--- src/rtl/core/ptd_pkg.sv ---
// ----------------------------------------------------------------------------
// ptd_pkg
// shared types and codes of the proximity trigger with debounce and cooldown
// ----------------------------------------------------------------------------
`default_nettype none

package ptd_pkg;

    localparam int unsigned TIME_W = 32;
    localparam int unsigned DIST_W = 31;
    localparam int unsigned THR_W  = 32;
    localparam int unsigned CFG_IDX_W  = 2;
    localparam int unsigned CFG_DATA_W = 32;

    // phase codes
    localparam logic [1:0] PHASE_ARMED     = 2'd0;
    localparam logic [1:0] PHASE_DEBOUNCE  = 2'd1;
    localparam logic [1:0] PHASE_TRIGGERED = 2'd2;

    // configuration register indexes
    localparam logic [CFG_IDX_W-1:0] CFG_ENABLED     = 2'd0;
    localparam logic [CFG_IDX_W-1:0] CFG_THRESHOLD   = 2'd1;
    localparam logic [CFG_IDX_W-1:0] CFG_TRIG_DELAY  = 2'd2;
    localparam logic [CFG_IDX_W-1:0] CFG_COOLDOWN    = 2'd3;

    // action codes
    localparam logic ACTION_POLL  = 1'b0;
    localparam logic ACTION_REARM = 1'b1;

    localparam logic [TIME_W-1:0] COOLDOWN_RESET = 32'd2000;

    typedef struct packed {
        logic              enabled;
        logic [THR_W-1:0]  threshold;
        logic [TIME_W-1:0] trig_delay;
        logic [TIME_W-1:0] cooldown_ms;
    } cfg_t;

    typedef struct packed {
        logic              action;
        logic [DIST_W-1:0] distance_mm;
        logic              distance_valid;
        logic [TIME_W-1:0] time_ms;
    } item_t;

    typedef struct packed {
        logic [1:0]        phase;
        logic [TIME_W-1:0] debounce_start;
        logic [TIME_W-1:0] cooldown_start;
    } state_t;

endpackage

`default_nettype wire

--- src/rtl/core/ptd_cfg.sv ---
// ----------------------------------------------------------------------------
// ptd_cfg
// configuration register file, write only
// ----------------------------------------------------------------------------
`default_nettype none

module ptd_cfg
    import ptd_pkg::*;
(
    input  wire logic                  clk,
    input  wire logic                  rst_n,
    input  wire logic                  cfg_we,
    input  wire logic [CFG_IDX_W-1:0]  cfg_index,
    input  wire logic [CFG_DATA_W-1:0] cfg_wdata,
    output cfg_t                       cfg
);

    cfg_t cfg_reg;
    cfg_t cfg_next;

    always_comb
    begin
        cfg_next = cfg_reg;
        if (cfg_we)
        begin
            unique case (cfg_index)
                CFG_ENABLED:    cfg_next.enabled     = cfg_wdata[0];
                CFG_THRESHOLD:  cfg_next.threshold   = cfg_wdata[THR_W-1:0];
                CFG_TRIG_DELAY: cfg_next.trig_delay  = cfg_wdata[TIME_W-1:0];
                CFG_COOLDOWN:   cfg_next.cooldown_ms = cfg_wdata[TIME_W-1:0];
                default:        cfg_next = cfg_reg;
            endcase
        end
    end

    always_ff @(posedge clk or negedge rst_n)
    begin
        if (!rst_n)
        begin
            cfg_reg.enabled     <= 1'b0;
            cfg_reg.threshold   <= '0;
            cfg_reg.trig_delay  <= '0;
            cfg_reg.cooldown_ms <= COOLDOWN_RESET;
        end
        else
        begin
            cfg_reg <= cfg_next;
        end
    end

    assign cfg = cfg_reg;

endmodule

`default_nettype wire

--- src/rtl/core/ptd_step.sv ---
// ----------------------------------------------------------------------------
// ptd_step
// next-state and trigger decision for one request
// ----------------------------------------------------------------------------
`default_nettype none

module ptd_step
    import ptd_pkg::*;
(
    input  wire cfg_t   cfg,
    input  wire state_t state,
    input  wire item_t  item,
    output state_t      state_next,
    output logic        fire
);

    logic              below;
    logic              at_or_above;
    logic [TIME_W-1:0] debounce_age;
    logic [TIME_W-1:0] cooldown_age;

    // wrapping differences
    assign debounce_age = item.time_ms - state.debounce_start;
    assign cooldown_age = item.time_ms - state.cooldown_start;

    assign below       = item.distance_valid &&
                         ({1'b0, item.distance_mm} < cfg.threshold);
    assign at_or_above = item.distance_valid &&
                         ({1'b0, item.distance_mm} >= cfg.threshold);

    always_comb
    begin
        state_next = state;
        fire       = 1'b0;
        if (item.action == ACTION_REARM)
        begin
            state_next.phase = PHASE_ARMED;
        end
        else if (cfg.enabled)
        begin
            unique case (state.phase)
                PHASE_DEBOUNCE:
                begin
                    if (!below)
                    begin
                        state_next.phase = PHASE_ARMED;
                    end
                    else if (debounce_age >= cfg.trig_delay)
                    begin
                        state_next.phase          = PHASE_TRIGGERED;
                        state_next.cooldown_start = item.time_ms;
                        fire                      = 1'b1;
                    end
                end
                PHASE_TRIGGERED:
                begin
                    if (at_or_above && (cooldown_age >= cfg.cooldown_ms))
                    begin
                        state_next.phase = PHASE_ARMED;
                    end
                end
                default:
                begin
                    // armed, and the unreachable code behaves as armed
                    if (below)
                    begin
                        state_next.phase          = PHASE_DEBOUNCE;
                        state_next.debounce_start = item.time_ms;
                    end
                end
            endcase
        end
    end

endmodule

`default_nettype wire

--- src/rtl/core/proximity_trigger_debounce_cooldown.sv ---
// path: a request passes the input register, then the result register
// throughput: one request per cycle while the result side takes results,
// set by the combinational state update between input and result registers
// reset: asynchronous, active low; phase goes to armed, both start times to
// zero, configuration to its defaults, both pipeline registers empty
`default_nettype none

// ----------------------------------------------------------------------------
// proximity_trigger_debounce_cooldown
// distance threshold trigger with debounce delay and re-arm cooldown
// ----------------------------------------------------------------------------
module proximity_trigger_debounce_cooldown
    import ptd_pkg::*;
(
    input  wire logic                  clk,
    input  wire logic                  rst_n,
    // configuration write port
    input  wire logic                  cfg_we,
    input  wire logic [CFG_IDX_W-1:0]  cfg_index,
    input  wire logic [CFG_DATA_W-1:0] cfg_wdata,
    // request channel
    input  wire logic                  in_valid,
    output logic                       in_ready,
    input  wire logic                  action,
    input  wire logic [DIST_W-1:0]     distance_mm,
    input  wire logic                  distance_valid,
    input  wire logic [TIME_W-1:0]     time_ms,
    // result channel
    output logic                       out_valid,
    input  wire logic                  out_ready,
    output logic                       trigger,
    output logic [1:0]                 mode
);

    cfg_t   cfg;

    // input register
    logic   in_vld_reg;
    item_t  item_reg;

    // machine state
    state_t state_reg;
    state_t state_next;
    logic   fire;

    // result register
    logic       out_vld_reg;
    logic       trig_reg;
    logic [1:0] mode_reg;

    logic   out_free;   // result register can take a new value
    logic   step_go;    // held request is processed this cycle

    ptd_cfg u_cfg (
        .clk       (clk),
        .rst_n     (rst_n),
        .cfg_we    (cfg_we),
        .cfg_index (cfg_index),
        .cfg_wdata (cfg_wdata),
        .cfg       (cfg)
    );

    ptd_step u_step (
        .cfg        (cfg),
        .state      (state_reg),
        .item       (item_reg),
        .state_next (state_next),
        .fire       (fire)
    );

    assign out_free = !out_vld_reg || out_ready;
    assign step_go  = in_vld_reg && out_free;

    // a request is taken when the input register is empty or empties this cycle
    assign in_ready = !in_vld_reg || out_free;

    // input register control
    always_ff @(posedge clk or negedge rst_n)
    begin
        if (!rst_n)
        begin
            in_vld_reg <= 1'b0;
        end
        else if (in_ready)
        begin
            in_vld_reg <= in_valid;
        end
    end

    // input payload, no reset needed
    always_ff @(posedge clk)
    begin
        if (in_ready && in_valid)
        begin
            item_reg.action         <= action;
            item_reg.distance_mm    <= distance_mm;
            item_reg.distance_valid <= distance_valid;
            item_reg.time_ms        <= time_ms;
        end
    end

    // machine state advances only when its request moves to the result side
    always_ff @(posedge clk or negedge rst_n)
    begin
        if (!rst_n)
        begin
            state_reg.phase          <= PHASE_ARMED;
            state_reg.debounce_start <= '0;
            state_reg.cooldown_start <= '0;
        end
        else if (step_go)
        begin
            state_reg <= state_next;
        end
    end

    // result register control
    always_ff @(posedge clk or negedge rst_n)
    begin
        if (!rst_n)
        begin
            out_vld_reg <= 1'b0;
        end
        else if (out_free)
        begin
            out_vld_reg <= in_vld_reg;
        end
    end

    // result payload
    always_ff @(posedge clk)
    begin
        if (step_go)
        begin
            trig_reg <= fire;
            mode_reg <= state_next.phase;
        end
    end

    assign out_valid = out_vld_reg;
    assign trigger   = trig_reg;
    assign mode      = mode_reg;

endmodule

`default_nettype wire

--- config.mk ---
export PLATFORM = sky130hd
export DESIGN_NAME = proximity_trigger_debounce_cooldown
export DESIGN_NICKNAME = d
export VERILOG_FILES = /design/src/rtl/core/ptd_pkg.sv /design/src/rtl/core/ptd_cfg.sv /design/src/rtl/core/ptd_step.sv /design/src/rtl/core/proximity_trigger_debounce_cooldown.sv
export SDC_FILE = /design/constraint.sdc
export NUM_CORES = 1
export LEC_CHECK = 0
export BUFFER_PORTS_ARGS = -buffer_cell sky130_fd_sc_hd__buf_2
export CAP_MARGIN = 20
export CORE_MARGIN = 2
export CORE_UTILIZATION = 35
export DETAILED_ROUTE_END_ITERATION = 8
export SYNTH_ARGS = -nofsm -noshare
export SYNTH_HDL_FRONTEND = slang
export SYNTH_HIERARCHICAL = 1
export SYNTH_SLANG_ARGS = --single-unit
--- constraint.sdc ---
create_clock -name clk -period 5.8 [get_ports clk]
set_clock_uncertainty 0.1 [all_clocks]
set_input_delay 1.16 -clock clk [delete_from_list [all_inputs] [get_ports clk]]
set_output_delay 1.16 -clock clk [all_outputs]
set_load 0.01 [all_outputs]
Yosys cells after proc, flatten, opt, wreduce, memory -nomap -nowiden
Index checks and enable logic that the tools add are counted.
W data, S select, Z words.
- bits of input ports: 104
- output and inout bits: 5
- register bits: 233
- add/sub/neg operators: 2
- reductions and logical operators: 18
- order comparisons: 4
- muxes and demuxes: 12
- eq/ne operators: 5
- bitwise operators: 5
- operators with widths (operator ; count):
    $mux W32 ; 4
    $mux W66 ; 1
    $ge A32 B32 Y1 ; 2
    $sub A32 B32 Y32 ; 2
    $mux W34 ; 1
    $ge A31 B32 Y1 ; 1
    $lt A31 B32 Y1 ; 1
    $mux W2 ; 4
    $reduce_and A2 Y1 ; 4
    $eq A2 B2 Y1 const B ; 3
    $reduce_and A6 Y1 ; 1
    $logic_and A1 B1 Y1 ; 5
    $not A1 Y1 ; 5
    $reduce_and A5 Y1 ; 1
    $eq A2 B1 Y1 const B ; 2
    $pmux W2 S2 ; 1
    $reduce_or A4 Y1 ; 1
    $logic_not A1 Y1 ; 2
    $logic_not A2 Y1 ; 1
    $logic_or A1 B1 Y1 ; 2
    $reduce_or A2 Y1 ; 1
    $mux W1 ; 1

Depth between registers and ports, before layout
Gate-level depths: netlist of run 1.
- depth in word-level cells: 7
- gate-level depth with buffers: 25
- mapped depth without buffers: 24

By module
The synthesis of run 1 kept the hierarchy.
- modules (own cells, without submodules) (module ; cells an instance ; instances ; area an instance (um^2)):
    ptd_step ; 891 ; 1 ; 6582.6
    proximity_trigger_debounce_cooldown ; 216 ; 1 ; 4705.8
    ptd_cfg ; 207 ; 1 ; 3644.7

Worst setup path before layout of run 1
No wires, ideal clock.
- path type: flip-flop to flip-flop
- from: reg item_reg[0] (netlist bit)
- to: reg state_reg[10] (netlist bit)
- setup time: 125 ps
- path slack: 1028 ps
- data required time: 5575 ps
- clock period less this slack: 4772 ps
- stages on the path, launching flop included: 26
- arrival: 4547 ps
- path through: edfxtp_1 > inv_1 > ha_1 > inv_1 > fa_1 > a211oi_1 > o21bai_1 > a21oi_1 > o21ai_0 > nand2_1 > o2bb2ai_1 > o21ai_0 > o41ai_1 > xnor2_1 > ha_1 > a21o_1 > a21o_1 > a21oi_1 > o21ai_0 > a22oi_1 > o211ai_1 > a221oi_2 > nor2_4 > buf_6 > mux2_1 > mux2_2
- cells in the longest elaborated chain, start to end: 3
- ends and longest elaborated chain (element ; line ; text):
    start, declared ; proximity_trigger_debounce_cooldown.sv:39 ; item_t item_reg;
    $sub A32 B32 Y32 ; ptd_step.sv:23 ; assign debounce_age = item.time_ms - state.debounce_start;
    $ge A32 B32 Y1 ; ptd_step.sv:48 ; else if (debounce_age >= cfg.trig_delay)
    $reduce_and A6 Y1 (no source line) ; - ;
    end signal, assigned ; proximity_trigger_debounce_cooldown.sv:113 ; state_reg <= state_next;
    end, declared ; proximity_trigger_debounce_cooldown.sv:42 ; state_t state_reg;
Every way passes these cells.
A chain may end at the register's enable or synchronous reset.

==> results of run 1 <==
## report_power, final
group | switching [W] | internal, W | total (W)
registers | 0.000214 | 0.00204 | 0.00226
logic | 0.00194 | 0.00176 | 0.00370
clock network | 0.000740 | 0.00108 | 0.00182
## layout make-up
cell class              count  area share (%)
flip-flops and latches    233            36.2
clock buffers              35            4.50
well taps                 539            3.95
clock inverters            19            1.11
multi-input cells         880            46.4
inverters                 177            3.89
repair buffers            121            3.96
## worst max-delay path: cells and delay by family, from the launching register on
| family | cells | cell delay, ns |
|---|---|---|
| compound gates | 10 | 2.54 |
| simple gates | 4 | 1.18 |
| fa+ha+maj | 2 | 0.63 |
| flops | 1 | 0.52 |
| mux | 1 | 0.28 |
| xor+xnor | 1 | 0.16 |
## worst paths after layout
| kind | to | slack, ns | depth (start not counted) | start |
|---|---|---|---|---|
| hold reg to reg | u_cfg/cfg[74] | 0.40 | 1 | u_cfg/cfg[74] |
| hold / removal | u_cfg/cfg[74] | 0.40 | 1 | u_cfg/cfg[74] |
| min in group asynchronous | u_cfg/cfg[29] | 0.45 | 1 | rst_n |
| setup reg to reg | state_reg[65] | 0.25 | 18 | item_reg[1] |
| max in group asynchronous | state_reg[6] | 4.13 | 2 | rst_n |
| setup / recovery | state_reg[65] | 0.25 | 18 | item_reg[1] |
## per-stage QoR
stage	instances	utilization, %	worst slack (ns)	hold slack [ns]	instance area, um^2
final	2004	40.6	0.249	0.402	17100
after global routing	2004	40.6	0.0457	0.414	17100
after CTS	2000	40.5	0.0839	0.406	17000
after detailed placement	1946	38.2	-0.0968	0.393	16100
after global placement	1945	38.1	-0.0457	0.389	16000
after floorplan	1314	-	1.03	0.377	14900
## repair_timing
| action | CTS | global route |
|---|---|---|
| pin swaps | 0 | 3 |
| hold endpoints to repair | 0 | 0 |
| setup buffers | 0 | 4 |
| gates resized for setup | 1 | 5 |
| setup endpoints to repair | 2 | 36 |
## layout by cell type (no fill, tap or decap), drive strengths merged, types with 8 or more instances in the layout
| master | Yosys | routed |
|---|---|---|
| buf | 22 | 121 |
| inv | 177 | 179 |
| clkinv | 0 | 12 |
| o21ai | 36 | 36 |
| o21a | 12 | 12 |
| a21oi | 73 | 73 |
| and4 | 9 | 9 |
| a221oi | 8 | 8 |
| nand2b | 11 | 11 |
| a21o | 60 | 60 |
| xor2 | 13 | 13 |
| dfrtp | 159 | 159 |
| clkbuf | 2 | 35 |
| nand4 | 18 | 18 |
| nor2 | 40 | 40 |
| edfxtp | 68 | 68 |
| nand2 | 33 | 33 |
| xnor2 | 44 | 44 |
| nand3 | 17 | 17 |
| nor2b | 12 | 12 |
| ha | 159 | 159 |
| nor3 | 13 | 13 |
| mux2 | 226 | 226 |
## layer usage
| layer | share of wire, % | vias up | track usage, % |
|---|---|---|---|
| li1 | - | 4968 | - |
| met1 | 45 | 4891 | 20.6 |
| met2 | 50 | 163 | 28.4 |
| met3 | 3.5 | 41 | 2.70 |
| met4 | 1.7 | 0 | 3.21 |
| met5 | 0 | - | 0 |
## logic make-up after synthesis
group | share of synthesized area, %
AOI/OAI and AO/OA | 11.2
DFF | 41.4
muxes | 17.8
buffers and inverters | 5.83
and+or+nand+nor | 6.94
adders and majority gates | 13.6
xor gates and xnor gates | 3.34
==> flow_metrics.env, run 1 <==
export IMPL_cp_slowest_cell="or4_1"
export IMPL_leakage_nw=8.08
export IMPL_drive_above_1_share_pct=26.6
export IMPL_synth_most_common_cell="inv_1"
export IMPL_synth_common_cells="inv_1 (177), mux2_2 (163), dfrtp_1 (159), ha_1 (159), a21oi_1 (73)"
export IMPL_cts_sinks=233
export IMPL_rsz0062_at_grt="false"
export IMPL_numCtsBuffers=29
export IMPL_worstPathRequired_ns=6.14
export IMPL_grt_pass1_wl_um=56200
export IMPL_worstPathArrival_ns=5.89
export IMPL_cts_hold_buf=0
export IMPL_finalSetupTns_ns=0
export IMPL_max_cap_violations=0
export IMPL_synthFlopType="dfrtp_1"
export IMPL_finalHoldViolCount=0
export IMPL_vias=10100
export IMPL_crit_fanout=6
export IMPL_synth_nets=1579
export IMPL_num_nets_final=1707
export IMPL_worstSetupStartpointType="flop"
export IMPL_grt_start_max_net_pins=116
export IMPL_num_rows=75
export IMPL_cts_htree_levels=1
export IMPL_ir_worst_vdd_mv=0.216
export IMPL_hp_class="flop to flop"
export IMPL_antenna_found_initial=0
export IMPL_status="finished, final reports clean"
export IMPL_die_area_um2=44300
export IMPL_powerDensity_nw_per_um2=456
export IMPL_die_h_um=211
export IMPL_ys_seq_elements=233
export IMPL_multi_input_area_um2=7930
export IMPL_fin_crit_sh_pct=95.7
export IMPL_dp_hpwl_um=26400
export IMPL_slew_viol_final=0
export IMPL_syn_mean_instance_area_um2=11.4
export IMPL_grt_usage_pct=16.0
export IMPL_end_kind="flop"
export IMPL_path_class="flop to flop"
export IMPL_path_clk_slew_ns=0.06
export IMPL_setup_viol=0
export IMPL_power_total_w=0.00778
export IMPL_cts_buffer_depth=3
export IMPL_io_pins=109
export IMPL_slew_limit_headroom_pct=31.6
export IMPL_crit_path_max_incr_delay_ns=0.53
export IMPL_antenna_cells=0
export IMPL_cts_root_buffer="clkbuf_16"
export IMPL_syn2layout_area_growth_pct=14.4
export IMPL_worst_pin_slew_ns=1.02
export IMPL_regArea_um2=6180
export IMPL_core_area_um2=42000
export IMPL_synth_area_um2=14900
export IMPL_synth_cell_types=72
export IMPL_clkLatencyLatePin_ns=0.56
export IMPL_drt_first_pass_iters=5
export IMPL_grt_ovfl_total=0
export IMPL_synth_enable_flop_cells=68
export IMPL_drt_wl_total_um=34900
export IMPL_fillers=4065
export IMPL_yosysTopAreaCellShare_pct=26.6
export IMPL_largest_reg_flops=97
export IMPL_netlist_top_cells_area="dfrtp_1 (27%), edfxtp_1 (14%), ha_1 (13%)"
export IMPL_fp_dieW_um=211
export IMPL_port_buffers=108
export IMPL_drc=0
export IMPL_cts_tree="done"
export IMPL_viasPerCell=5.02
export IMPL_synth_top_area_cell="dfrtp_1"
export IMPL_yosys_warnings=6
export IMPL_avgRoutedWirePerCell_um=17.4
export IMPL_place_gp_congestion=0.867
export IMPL_fmax_mhz=180
export IMPL_grt_pass1_vias=10400
export IMPL_ant_nets=0
export IMPL_dr_first_iter_drc_count=508
export IMPL_yosysSeqAreaShare_pct=41.4
export IMPL_synthArstFlopShare_pct=70.8
export IMPL_period_needed_ns=5.55
export IMPL_initial_core_util_pct=35.5
export IMPL_crit_chain="ha_1, nor2b_1, o2111ai_1, a211oi_2, o21ai_0, a221oi_2, o21ai_0, a21oi_1, a21oi_1, xnor2_1, ha_1, nand4_1, or2_2, or4_1, a22oi_1, a221oi_1, a32o_1, mux2_2"
export IMPL_syn_instance_count=1314
Note: power is estimated with default switching activity, not from simulation.
==> run 2, diff against run 1 <==
clock period = 5 ns   (was 5.8 ns; I/O delays follow)
==> run 2 against run 1 <==
  * The run now ends with setup timing left
  * Sequential power is 16% higher
  * Global-route usage up 0.83 points
  * Worst hold slack about the same
  * Sequential cell count unchanged
  * Fmax up 7.5%
  * Via count rose by 5.8%
  * Total power grew 26%
  * Final area rose by 8.4%
  * Critical path type unchanged
  * Largest cell class unchanged
  * Largest power group unchanged
==> flow_metrics.env, run 2 (synthesis gave the netlist of run 1 again) <==
export IMPL_status="finished, violations left"
export IMPL_violations="setup timing"
export IMPL_max_cap_violations=0
export IMPL_worstPathRequired_ns=5.35
export IMPL_cts_htree_levels=1
export IMPL_final_util_pct=44.1
export IMPL_port_buffers=108
export IMPL_seqPwrFrac_pct=26.7
export IMPL_io_pins=109
export IMPL_grt_pass1_vias=11000
export IMPL_layout_cells_most_common="inv_1"
export IMPL_grt_pass1_wl_um=58800
export IMPL_avgRoutedWirePerCell_um=17.4
export IMPL_syn2layout_area_growth_pct=24.0
export IMPL_path_class="flop to flop"
export IMPL_final_cell_mix="inv_1 (175), mux2_2 (161), dfrtp_1 (159), ha_1 (153), buf_4 (131)"
export IMPL_cts_sinks=233
export IMPL_viasPerCell=4.99
export IMPL_largest_reg_flops=97
export IMPL_rsz0062_at_grt="true"
export IMPL_hp_class="primary input to asynchronous set/reset pin"
export IMPL_numCtsBuffers=28
export IMPL_core_area_um2=42000
export IMPL_period_needed_ns=5.16
export IMPL_fmax_mhz=194
export IMPL_path_buf_inv=7
export IMPL_worstPathArrival_ns=5.51
export IMPL_drt_first_pass_iters=4
export IMPL_cts_root_buffer="clkbuf_16"
export IMPL_preCtsSetupSlack_ns=-0.635
export IMPL_worst_pin_slew_ns=0.982
export IMPL_worstReg2RegEnd="state_reg[19]"
export IMPL_crit_path_max_incr_delay_ns=0.43
export IMPL_dp_hpwl_um=27400
export IMPL_reg2reg_slack_ns=-0.16
export IMPL_dr_first_iter_drc_count=450
export IMPL_leakage_nw=8.79
export IMPL_power_total_w=0.00980
export IMPL_intPower_w=0.00616
export IMPL_cp_slowest_cell="edfxtp_1"
export IMPL_critPathTopFamily="compound AO/OA/AOI/OAI gates"
export IMPL_multi_input_area_um2=8360
export IMPL_layout_setup_ws_ns=-0.164
export IMPL_cts_buffer_depth=3
export IMPL_setup_viol=34
export IMPL_die_h_um=211
export IMPL_die_area_um2=44300
export IMPL_r2r_cells=24
export IMPL_netSwitchingFraction_pct=37.2
export IMPL_clkLatencyLatePin_ns=0.56
export IMPL_slew_limit_headroom_pct=34.2
export IMPL_end_kind="flop"
export IMPL_antenna_found_initial=2
export IMPL_whs_ns=0.401
export IMPL_num_rows=75
export IMPL_crit_fanout=6
export IMPL_vias=10600
export IMPL_ant_nets=0
export IMPL_worstSetupStartpointType="flop"
export IMPL_clkPwrFrac_pct=20.0
export IMPL_regArea_um2=6180
export IMPL_pwr_share_comb_pct=53.3
export IMPL_cts_tree="done"
export IMPL_ir_worst_vdd_mv=0.308
export IMPL_power_switching_w=0.00364
export IMPL_fp_dieW_um=211
export IMPL_powerDensity_nw_per_um2=529
export IMPL_num_nets_final=1836
export IMPL_crit_chain="ha_1, nor2b_4, o21a_1, o211ai_1, and4_4, o21ai_4, a311oi_2, buf_4, buf_4, buf_4, o21ai_2, buf_4, a31oi_1, xnor2_1, ha_1, a21o_1, a21o_1, a221oi_4, nor2_4, buf_12, buf_6, buf_16, mux2_4, mux2_2"
export IMPL_finalHoldViolCount=0
export IMPL_grt_start_max_net_pins=92
export IMPL_path_clk_slew_ns=0.06
export IMPL_drive_above_1_share_pct=37.5
export IMPL_initial_core_util_pct=35.5
export IMPL_cp_common_cell="buf_4"
export IMPL_place_gp_congestion=0.850
export IMPL_drt_wl_total_um=37100
export IMPL_grt_ovfl_total=0
export IMPL_grt_usage_pct=16.9
export IMPL_fillers=3967
export IMPL_drc=0
export IMPL_slew_viol_final=0
export IMPL_reg2reg_from="item_reg[1]"
export IMPL_fin_crit_sh_pct=103
[run 2: cell count changes in the layout (fill, tap and decap cells not counted), moves of 6 or more]
cell,previous run,this run
a21oi_2,1,9
mux2_1,34,10
a21oi_1,72,64
mux2_4,29,55
o21ai_0,33,25
ha_1,159,153
buf_4,11,131
[run 2: metal layers]
metal / up-vias / global-route usage (%) / share of wire (%) / wire [um]
li1: 5249 / - / - / -
met1: 5232 / 21.5 / 45 / 16600
met2: 118 / 29.8 / 50 / 18500
met3: 50 / 2.91 / 3.3 / 1240
met4: 0 / 3.69 / 1.9 / 695
met5: - / 0 / 0 / 0
[run 2: worst max-delay path by stage]
stage / start / to / slack, ns / cells after the start
CTS: item_reg[12] / state_reg[64] / -0.18 / 20
global placement: item_reg[11] / state_reg[64] / -0.59 / 22
detailed placement: item_reg[11] / state_reg[64] / -0.63 / 22
finish: item_reg[1] / state_reg[19] / -0.16 / 24
global route: item_reg[0] / state_reg[12] / -0.41 / 25
floorplan: item_reg[0] / state_reg[10] / 0.23 / 25
[run 2: area by class of cell]
cell class / instances / share of cell area [%]
antenna: 2 / 0.0270
clock buffer: 35 / 4.21
clock inverter: 17 / 0.568
inverter: 177 / 3.59
multi-input combinational: 880 / 45.1
sequential: 233 / 33.4
tap: 539 / 3.64
timing repair buffer: 251 / 9.47
[run 2: power by group through the flow]
stage / clock network [W] / logic [W] / registers, W
final: 0.00196 / 0.00522 / 0.00262
after global routing: 0.00209 / 0.00580 / 0.00267
after CTS: 0.00202 / 0.00506 / 0.00262
after detailed placement: 0 / 0.00473 / 0.00265
after global placement: 0 / 0.00461 / 0.00263
after floorplan: 0 / 0.00322 / 0.00257
[run 2: stage by stage]
stage                     std cells  TNS [ns]  instance area [um^2]
after CTS                      2120     -3.27                 18200
after global routing           2132    -11.38                 18500
after detailed placement       2056     -9.43                 16900
after floorplan                1314         0                 14900
after global placement         2056     -8.13                 16900
final                          2134     -3.08                 18500
[run 2: repair_timing]
action / CTS / global route
pin swaps: 42 / 41
cloned: 3 / 0
setup endpoints to repair: 36 / 36
buffers inserted: 11 / 13
hold endpoints to repair: 0 / 0
resized for setup: 81 / 33
hold buffers: 0 / 0
==> run 3, diff against run 2 <==
--- a/config.mk
+++ b/config.mk
@@ -11,4 +11,5 @@
 export CORE_UTILIZATION = 35
 export DETAILED_ROUTE_END_ITERATION = 8
+export RECOVER_POWER = 100
 export SYNTH_ARGS = -nofsm -noshare
 export SYNTH_HDL_FRONTEND = slang
==> constraint.sdc (replaced) <==
create_clock -name clk -period 5 [get_ports clk]
set_clock_uncertainty 0.1 [all_clocks]
set_input_delay 0 -clock clk [delete_from_list [all_inputs] [get_ports clk]]
set_output_delay 0 -clock clk [all_outputs]
set_load 0.01 [all_outputs]
==> run 3 against run 2 <==
  * The run ends with capacitance limit, slew limit, setup timing left
  * Non-clock buffer count is 125 higher
  * Utilization up 3.1 points
  * Sequential power is essentially flat
  * Routed wire length up 3.8%
  * Worst hold slack got worse by 0.38 ns
  * Largest power group unchanged
  * Clock power increased by 7%
  * Via count up 4.4%
==> flow_metrics.env, run 3 (synthesis gave the netlist of run 1 again) <==
export IMPL_status="finished, violations left"
export IMPL_violations="capacitance limit, slew limit, setup timing"
export IMPL_setup_viol=32
export IMPL_fin_area_um2=19800
export IMPL_preCtsSetupSlack_ns=-0.573
export IMPL_grt_ovfl_total=0
export IMPL_grt_usage_pct=17.3
export IMPL_crit_chain="buf_6, buf_4, fa_2, a211oi_2, o21bai_1, a21oi_2, buf_4, nand4b_1, a311oi_1, o21ai_1, buf_4, nor2b_4, o311ai_1, ha_1, nand4_1, nor3_2, nand2_1, o211ai_1, a221oi_4, nor2_4, buf_12, buf_8, mux2_4, mux2_4"
export IMPL_finalNonFillerCells=2259
export IMPL_worstSetupStartpointType="flop"
export IMPL_crit_path_max_incr_delay_ns=0.40
export IMPL_num_nets_final=1962
export IMPL_fmax_mhz=195
export IMPL_grt_busiest_layer="met2"
export IMPL_fin_crit_sh_pct=102
export IMPL_use_met1_pct=21.3
export IMPL_cts_root_buffer="clkbuf_16"
export IMPL_viasPerCell=4.92
export IMPL_syn2layout_area_growth_pct=32.6
export IMPL_powerDensity_nw_per_um2=508
export IMPL_largest_reg_flops=97
export IMPL_drt_wl_total_um=38500
export IMPL_hp_class="primary input to flop"
export IMPL_final_cell_mix="inv_1 (174), dfrtp_1 (159), mux2_2 (151), ha_1 (150), buf_4 (138)"
export IMPL_worstPathArrival_ns=5.46
export IMPL_io_pins=109
export IMPL_cts_buffer_depth=3
export IMPL_grt_pass1_wl_um=60800
export IMPL_fp_dieW_um=211
export IMPL_core_area_um2=42000
export IMPL_fillers=3875
export IMPL_dpl_cell_area_um2=16900
export IMPL_drive_above_1_share_pct=34.1
export IMPL_initial_core_util_pct=35.5
export IMPL_finalSetupTns_ns=-2.94
export IMPL_cp_slowest_cell="edfxtp_1"
export IMPL_hold_depth=2
export IMPL_avgRoutedWirePerCell_um=17.0
export IMPL_drt_first_pass_iters=7
export IMPL_slew_limit_headroom_pct=-51.7
export IMPL_ant_nets=0
export IMPL_ir_worst_vdd_mv=0.307
export IMPL_numCtsBuffers=29
export IMPL_grt_use_met3_pct=2.47
export IMPL_final_util_pct=47.1
export IMPL_period_needed_ns=5.12
export IMPL_antenna_cells=0
export IMPL_cp_common_cell="buf_4"
export IMPL_clkLatencyLatePin_ns=0.59
export IMPL_path_clk_slew_ns=0.06
export IMPL_grt_pass1_vias=11500
export IMPL_dp_hpwl_um=27700
export IMPL_die_h_um=211
export IMPL_drc=0
export IMPL_cts_tree="done"
export IMPL_rsz0062_at_grt="true"
export IMPL_max_cap_violations=6
export IMPL_worstPathRequired_ns=5.34
export IMPL_dr_first_iter_drc_count=549
export IMPL_slew_viol_final=252
export IMPL_leakage_nw=9.23
export IMPL_end_kind="flop"
export IMPL_cts_htree_levels=1
export IMPL_grt_met2_usage_pct=31.8
export IMPL_layout_setup_ws_ns=-0.122
export IMPL_crit_fanout=6
export IMPL_layout_cells_most_common="inv_1"
export IMPL_finalHoldViolCount=0
export IMPL_cts_sinks=233
export IMPL_path_class="flop to flop"
export IMPL_vias=11100
export IMPL_num_rows=75
export IMPL_worst_pin_slew_ns=2.28
export IMPL_r2r_cells=24
export IMPL_grt_start_max_net_pins=90
export IMPL_place_gp_congestion=0.887
export IMPL_antenna_found_initial=1
export IMPL_die_area_um2=44300
export IMPL_dp_cells=2053
export IMPL_port_buffers=108
[run 3: report_power, final]
group | switching, W | total, W | internal (W) | leakage [nW]
sequential | 0.000248 | 0.00262 | 0.00237 | 2.69
combinational | 0.00261 | 0.00535 | 0.00274 | 6.08
clock | 0.000869 | 0.00209 | 0.00122 | 0.458
total | 0.00372 | 0.0101 | 0.00633 | 9.23
[run 3: worst paths after layout]
check                           endpoint  slack [ns]       startpoint
setup / recovery           state_reg[31]       -0.12      item_reg[1]
hold / removal              item_reg[52]        0.02  distance_mm[19]
setup reg to reg           state_reg[31]       -0.12      item_reg[1]
hold reg to reg            u_cfg/cfg[72]        0.40    u_cfg/cfg[72]
max in group asynchronous  u_cfg/cfg[82]        1.40            rst_n
min in group asynchronous  u_cfg/cfg[29]        0.56            rst_n
[run 3: cell type report]
cell class	count	area, um^2	share of cell area (%)
multi-input cells	880	8440	42.6
inverters	177	664	3.35
clock buffers	37	787	3.97
repair buffers	376	2910	14.7
flip-flops and latches	233	6180	31.2
well taps	539	674	3.40
clock inverters	17	156	0.790
[run 3: routing by layer]
metal	vias up	wire, um
met4	0	841
met2	155	19800
met1	5414	16600
met3	61	1230
li1	5483	-
met5	-	0
[run 3: per-stage QoR]
| stage | power (W) | hold WS, ns |
|---|---|---|
| CTS | 0.00996 | 0.000159 |
| global route | 0.0108 | 0.0100 |
| global placement | 0.00722 | 0.0275 |
| detailed placement | 0.00735 | 0.0425 |
| floorplan | 0.00580 | -0.396 |
| finish | 0.0101 | 0.0210 |
[run 3: timing repair]
item	4_1_cts	5_1_grt
setup buffers	27	11
endpoints found under the setup margin	36	37
resized for setup	101	50
pin swaps	52	41
hold endpoints to repair	275	0
hold buffers	113	0
cloned	3	0
[run 3: worst max-delay path: cells and delay by family (launching register included)]
kind | cells | cell delay, ns
simple gates | 6 | 1.10
mux | 2 | 0.57
compound gates | 8 | 1.31
fa+ha+maj | 2 | 0.67
flops | 1 | 0.40
buf+inv | 6 | 0.81
